$ cat src/rtl/scm_pkg.sv
// Package for the sprite mask collision block: field widths, opcodes,
// microcode actions and conditions, and the microcode program itself.
// Used by the request interface, the sequencer, the datapath and the top level.
package scm_pkg;

  localparam int MASK_SIZE = 32;
  localparam int ROW_W     = 5;
  localparam int POS_W     = 12;
  localparam int SPR_W     = 4;
  localparam int OP_W      = 2;
  localparam int STEP_W    = 4;
  localparam int DIFF_W    = POS_W + 1;

  typedef enum logic [OP_W-1:0] {
    OP_LOAD  = 2'd0,
    OP_BOX   = 2'd1,
    OP_PIXEL = 2'd2
  } op_e;

  typedef enum logic [3:0] {
    ACT_NOP,
    ACT_CLEAR,
    ACT_ACCEPT,
    ACT_RD_EXT_A,
    ACT_RD_EXT_B,
    ACT_BOX,
    ACT_PRIME,
    ACT_PIX,
    ACT_EMIT,
    ACT_LOAD_WR,
    ACT_EXT_UPD
  } act_e;

  typedef enum logic [3:0] {
    COND_NEVER,
    COND_ALWAYS,
    COND_CLR_BUSY,
    COND_NO_ACCEPT,
    COND_IS_LOAD,
    COND_CHK_BAD,
    COND_BOX_MISS,
    COND_IS_BOX,
    COND_PIX_MORE,
    COND_OUT_FULL,
    COND_LOAD_BAD
  } cond_e;

  typedef struct packed {
    act_e              act;
    cond_e             cond;
    logic [STEP_W-1:0] target;
  } ctrl_t;

  typedef struct packed {
    logic clr_busy;
    logic no_accept;
    logic is_load;
    logic chk_bad;
    logic box_miss;
    logic is_box;
    logic pix_more;
    logic out_full;
    logic load_bad;
  } stat_t;

  localparam logic [STEP_W-1:0] STEP_CLR      = 4'd0;
  localparam logic [STEP_W-1:0] STEP_IDLE     = 4'd1;
  localparam logic [STEP_W-1:0] STEP_DISPATCH = 4'd2;
  localparam logic [STEP_W-1:0] STEP_EXT_A    = 4'd3;
  localparam logic [STEP_W-1:0] STEP_EXT_B    = 4'd4;
  localparam logic [STEP_W-1:0] STEP_BOX      = 4'd5;
  localparam logic [STEP_W-1:0] STEP_BOXONLY  = 4'd6;
  localparam logic [STEP_W-1:0] STEP_PRIME    = 4'd7;
  localparam logic [STEP_W-1:0] STEP_PIX      = 4'd8;
  localparam logic [STEP_W-1:0] STEP_EMIT     = 4'd9;
  localparam logic [STEP_W-1:0] STEP_RET      = 4'd10;
  localparam logic [STEP_W-1:0] STEP_LOAD_CHK = 4'd11;
  localparam logic [STEP_W-1:0] STEP_LOAD_WR  = 4'd12;
  localparam logic [STEP_W-1:0] STEP_EXT_UPD  = 4'd13;

  // Control store. A step whose condition holds jumps to its target,
  // otherwise the step counter advances by one.
  function automatic ctrl_t ucode_rom(input logic [STEP_W-1:0] step);
    ctrl_t w;
    case (step)
      STEP_CLR:      w = '{ACT_CLEAR,    COND_CLR_BUSY,  STEP_CLR};
      STEP_IDLE:     w = '{ACT_ACCEPT,   COND_NO_ACCEPT, STEP_IDLE};
      STEP_DISPATCH: w = '{ACT_NOP,      COND_IS_LOAD,   STEP_LOAD_CHK};
      STEP_EXT_A:    w = '{ACT_RD_EXT_A, COND_CHK_BAD,   STEP_EMIT};
      STEP_EXT_B:    w = '{ACT_RD_EXT_B, COND_NEVER,     STEP_IDLE};
      STEP_BOX:      w = '{ACT_BOX,      COND_BOX_MISS,  STEP_EMIT};
      STEP_BOXONLY:  w = '{ACT_NOP,      COND_IS_BOX,    STEP_EMIT};
      STEP_PRIME:    w = '{ACT_PRIME,    COND_NEVER,     STEP_IDLE};
      STEP_PIX:      w = '{ACT_PIX,      COND_PIX_MORE,  STEP_PIX};
      STEP_EMIT:     w = '{ACT_EMIT,     COND_OUT_FULL,  STEP_EMIT};
      STEP_RET:      w = '{ACT_NOP,      COND_ALWAYS,    STEP_IDLE};
      STEP_LOAD_CHK: w = '{ACT_NOP,      COND_LOAD_BAD,  STEP_EMIT};
      STEP_LOAD_WR:  w = '{ACT_LOAD_WR,  COND_NEVER,     STEP_IDLE};
      STEP_EXT_UPD:  w = '{ACT_EXT_UPD,  COND_ALWAYS,    STEP_EMIT};
      default:       w = '{ACT_NOP,      COND_ALWAYS,    STEP_IDLE};
    endcase
    return w;
  endfunction

endpackage

$ cat src/rtl/scm_useq.sv
// Microcode sequencer: step counter, control store lookup and
// conditional jump selection. Depends on scm_pkg.
module scm_useq (
  input  logic           clk_i,
  input  logic           rst_ni,
  input  scm_pkg::stat_t stat_i,
  output scm_pkg::ctrl_t ctrl_o
);
  import scm_pkg::*;

  logic [STEP_W-1:0] step_q, step_d;
  ctrl_t             word;
  logic              take;

  assign word   = ucode_rom(step_q);
  assign ctrl_o = word;

  always_comb begin
    case (word.cond)
      COND_NEVER:     take = 1'b0;
      COND_ALWAYS:    take = 1'b1;
      COND_CLR_BUSY:  take = stat_i.clr_busy;
      COND_NO_ACCEPT: take = stat_i.no_accept;
      COND_IS_LOAD:   take = stat_i.is_load;
      COND_CHK_BAD:   take = stat_i.chk_bad;
      COND_BOX_MISS:  take = stat_i.box_miss;
      COND_IS_BOX:    take = stat_i.is_box;
      COND_PIX_MORE:  take = stat_i.pix_more;
      COND_OUT_FULL:  take = stat_i.out_full;
      COND_LOAD_BAD:  take = stat_i.load_bad;
      default:        take = 1'b1;
    endcase
    step_d = take ? word.target : step_q + STEP_W'(1);
  end

  always_ff @(posedge clk_i or negedge rst_ni) begin
    if (!rst_ni) begin
      step_q <= STEP_CLR;
    end else begin
      step_q <= step_d;
    end
  end

endmodule

$ cat config.mk
export PLATFORM = sky130hd
export DESIGN_NAME = scm_useq
export DESIGN_NICKNAME = d
export VERILOG_FILES = /design/src/rtl/scm_pkg.sv /design/src/rtl/scm_useq.sv
export SDC_FILE = /design/constraint.sdc
export NUM_CORES = 1
export LEC_CHECK = 0
export ABC_AREA = 1
export BUFFER_PORTS_ARGS = -buffer_cell sky130_fd_sc_hd__buf_2
export CAP_MARGIN = 10
export CORE_MARGIN = 2
export CORE_UTILIZATION = 39
export DETAILED_ROUTE_END_ITERATION = 16
export PLACE_DENSITY = 0.66
export SKIP_LAST_GASP = 1
export SLEW_MARGIN = 20
export SYNTH_ARGS = -nofsm -noshare
export SYNTH_HDL_FRONTEND = slang
export SYNTH_SLANG_ARGS = --single-unit
$ cat constraint.sdc
create_clock -name clk_i -period 2.5 [get_ports clk_i]
set_input_delay 0.25 -clock clk_i [delete_from_list [all_inputs] [get_ports clk_i]]
set_output_delay 0.25 -clock clk_i [all_outputs]
set_load 0.05 [all_outputs]
=== Word level (Yosys, flattened, before mapping) ===
Memory sizes are Yosys's and may differ from the RTL's.
Index checks and enable logic that the tools add are counted.

* Bits of input ports: 11
* Memories: 1
* Register bits after elaboration: 4
* Output and inout port bits: 12
* Memory bits (read-only): 176

* Reduce and logical (&&, ||, !) cells: 1
* Multiplexer cells: 2
* Eq/ne operators: 9
* Add/subtract/negate cells: 1

{| class="wikitable"
|+ Memories
! name !! words !! bits a word !! read ports !! clocked after Yosys merged registers in !! write ports !! RTL line !! RTL
|-
| (no name shown) || 16 || 11 || 1 || 0 || 0 || scm_pkg.sv:85 || <nowiki>case (step)</nowiki>
|}

{| class="wikitable"
|+ Operators by type and width
! operator !! number
|-
| equality test 4 x 3 -> 1 bit, second input constant || 4
|-
| equality test 4 bit, second input constant || 3
|-
| one-hot mux 1 bit (10 select lines) || 1
|-
| equality test 4 x 2 -> 1 bit, second input constant || 2
|-
| adder 4 x 1 -> 4 bit, second input constant || 1
|-
| logical NOT 4 bit || 1
|-
| 2-to-1 mux 4 bit || 1
|}

=== Depth between registers and ports, before layout ===
An unclocked memory read counts as a cell.

* Depth after elaboration: 4
* Mapped depth: 13
* Gate-level depth less buffers: 13

=== Least setup slack after synthesis ===
OpenSTA, ideal clock, no wires.

* Kind: flip-flop to output port
* From: register step_q[0]
* To: output ctrl_o[8] (netlist bit)
* Slack: 0.115 ns
* Stages on the path, launching flop included: 6
* Data arrival time: 2.135 ns
* Buffers on the path: 0
* Required time: 2.250 ns
* Path through: dfrtp_1 inv_1 ha_1 nor2_1 a21oi_1 o21ai_0

{| class="wikitable"
|+ RTL lines
! element !! RTL line !! RTL
|-
| start, declared || scm_useq.sv:11 || <nowiki>logic [STEP_W-1:0] step_q, step_d;</nowiki>
|-
| start signal, assigned || scm_useq.sv:40 || <nowiki>step_q <= step_d;</nowiki>
|-
| end, declared || scm_useq.sv:7 || <nowiki>output scm_pkg::ctrl_t ctrl_o</nowiki>
|}

==> run_results.csv <==
group,metric,value,unit
die,dieWidth,44.6,um
logic_synthesis,yosysWarnings,0,
setup_path,cp.arrival,1.99,ns
clock_tree,cts_tree,"built",
finish,largest-register,"step_q",
clock_tree,clock_path_buffers,2,
finish,final_common_cell,"nand2_1",
clock_tree,h-tree-depth,1,
routing,post_drt_wl_per_cell,11.3,um
routing,viasPerCell,5.21,
global_route,antenna_found_initial,0,
finish,final_util,51.4,%
logic_synthesis,ys_seq_area_share,15.6,%
clock_tree,clock_latency,0.23,ns
sta,fin_setup_tns,0,ns
routing,drc,0,
setup_path,worstSetupEndpointType,"output port",
clock_tree,cts_resized,0,
setup_path,crit-reg2reg-launch,"step_q[1]",
setup_path,cp_data_required_time,2.25,ns
logic_synthesis,synth_flop_cell,"dfrtp_1",
finish,largest_register_ffs,4,
logic_synthesis,synthCells,100,
sta,setup_viol,0,
hold_path,hp-class,"in -> async",
routing,antenna_left,0,
finish,reg.largest.list,"step_q: 4 flops",
placement,hpwl,1.27,mm
clock_tree,cts-root-buf,"clkbuf_4",
logic_synthesis,syn_avg_cell_area,6.42,um^2
sta,max_freq,0.446,GHz
die,start_util,42.1,%
logic_synthesis,synth_cell_type_count,25,
global_route,overflow,0,
finish,mostFrequentLayoutCells,"25 x nand2_1, 21 x buf_2, 12 x nand3_1, 10 x inv_1",
flow_run,maxCapViolCount,0,
logic_synthesis,synth.ff_latch_count,4,
die,pin_count,23,
sta,finClkSkew,0.00401,ns
clock_tree,clkTransAtPathRegs,0.04,ns
logic_synthesis,async_flop_share,100,%
setup_path,critPathLaunchType,"register",
setup_path,crit_path_start,"step_q[1]",
sta,hold_viol,0,
die,placementRows,14,
finish,area_delta_synth_final,22.0,%
die,dieArea,1990,um^2
routing,totalWireLength,1.57,mm
setup_path,critical_path_class,"reg -> out",
die,dieHeight,44.6,um
global_route,grt_pass1_wl,2.59,mm
logic_synthesis,synth_edf_count,0,
routing,dr.pass1.iters,4,
finish,nets,142,
sta,slew_violations,0,
die,coreArea,1520,um^2
placement,gp_congestion,0.869,
clock_tree,postCtsSetupBuffers,0,
sta,rsz0062_at_grt,"false",
finish,diodes,0,
status,status,"completed",
logic_synthesis,netlist_area,642,um^2
global_route,grt_pass1_vias,661,
setup_path,path_max_fanout,6,
finish,layout-drive-gt1-share,35.0,%
global_route,grt_max_degree,13,
routing,drtIter0Drc,15,
clock_tree,clkSinkCount,4,
logic_synthesis,synth_nets,117,
routing,via_count,724,
global_route,grt_usage,17.8,%
sta,post-route-min-period,2.24,ns
sta,fin_crit_sh,89.7,%
placement,portBuffers,21,
clock_tree,numCtsBuffers,3,
-- area by class of cell --
class	instances	area, um^2
inverter	13	51.3
tap	16	20.0
multi-input combinational	80	467
clock buffer	3	22.5
timing repair buffer	23	123
sequential	4	100
fill	163	741
-- routing by layer --
metal / GRT usage, % / vias up / wire, um
met5: 0 / - / 0
met4: 12.1 / 0 / 29
met3: 3.27 / 5 / 83
met2: 29.3 / 28 / 803
met1: 20.7 / 318 / 653
li1: - / 373 / -
-- cell usage after synthesis (2+ instances only) --
cell / instances / area share [%]
a21oi_1: 3 / 2.3
dfrtp_1: 4 / 16
ha_1: 6 / 12
inv_1: 10 / 5.8
inv_2: 2 / 1.2
nand2_1: 25 / 15
nand2_2: 5 / 4.9
nand3_1: 12 / 9.4
nand3_2: 3 / 4.7
nand4_1: 6 / 5.8
nor2_1: 5 / 2.9
nor2_2: 4 / 3.9
o21ai_0: 3 / 2.3
-- path summary, 6_finish.rpt --
| path | slack [ns] | end | cells past startpoint |
|---|---|---|---|
| max | 0.26 | ctrl_o[3] | 9 |
| min | 0.35 | step_q[2] | 2 |
| max reg2reg | 0.44 | step_q[0] | 12 |
| min reg2reg | 0.73 | step_q[0] | 4 |
| max in group asynchronous | 2.03 | step_q[1] | 2 |
| min in group clk_i | 0.47 | step_q[3] | 6 |
-- worst max-delay path: stages, from the launching register on --
cell and delay, ns:
dfrtp_1 0.46, inv_1 0.14, ha_1 0.34, inv_1 0.05, nand2_1 0.10, nand3_2 0.13
nand2_1 0.08, inv_1 0.05, o21ai_0 0.10, buf_2 0.31
-- what timing repair did --
action / in CTS / in global routing
hold buffers: 1 / 0
hold endpoints to repair: 4 / 0
setup endpoints to repair: 0 / 0
-- through the flow --
| step | cells | hold slack (ns) | setup WS, ns | area (um^2) |
|---|---|---|---|---|
| global route | 139 | 0.348 | 0.134 | 783 |
| global placement | 135 | 0.0568 | 0.480 | 751 |
| detailed placement | 135 | 0.0558 | 0.469 | 751 |
| finish | 139 | 0.349 | 0.256 | 783 |
| CTS | 139 | 0.341 | 0.261 | 783 |
| floorplan | 100 | -0.0456 | 0.115 | 642 |
-- cells by family after synthesis --
logic type,share of synthesized area (%)
compound gates,8.58
xor+xnor,1.36
fa+ha+maj,11.7
buf+inv,11.7
flops,15.6
other cells,0.584
simple gates,50.5
Power is left out: the tool's default activity adds up to more than one toggle a clock period on the data nets, which glitch-free logic cannot reach.
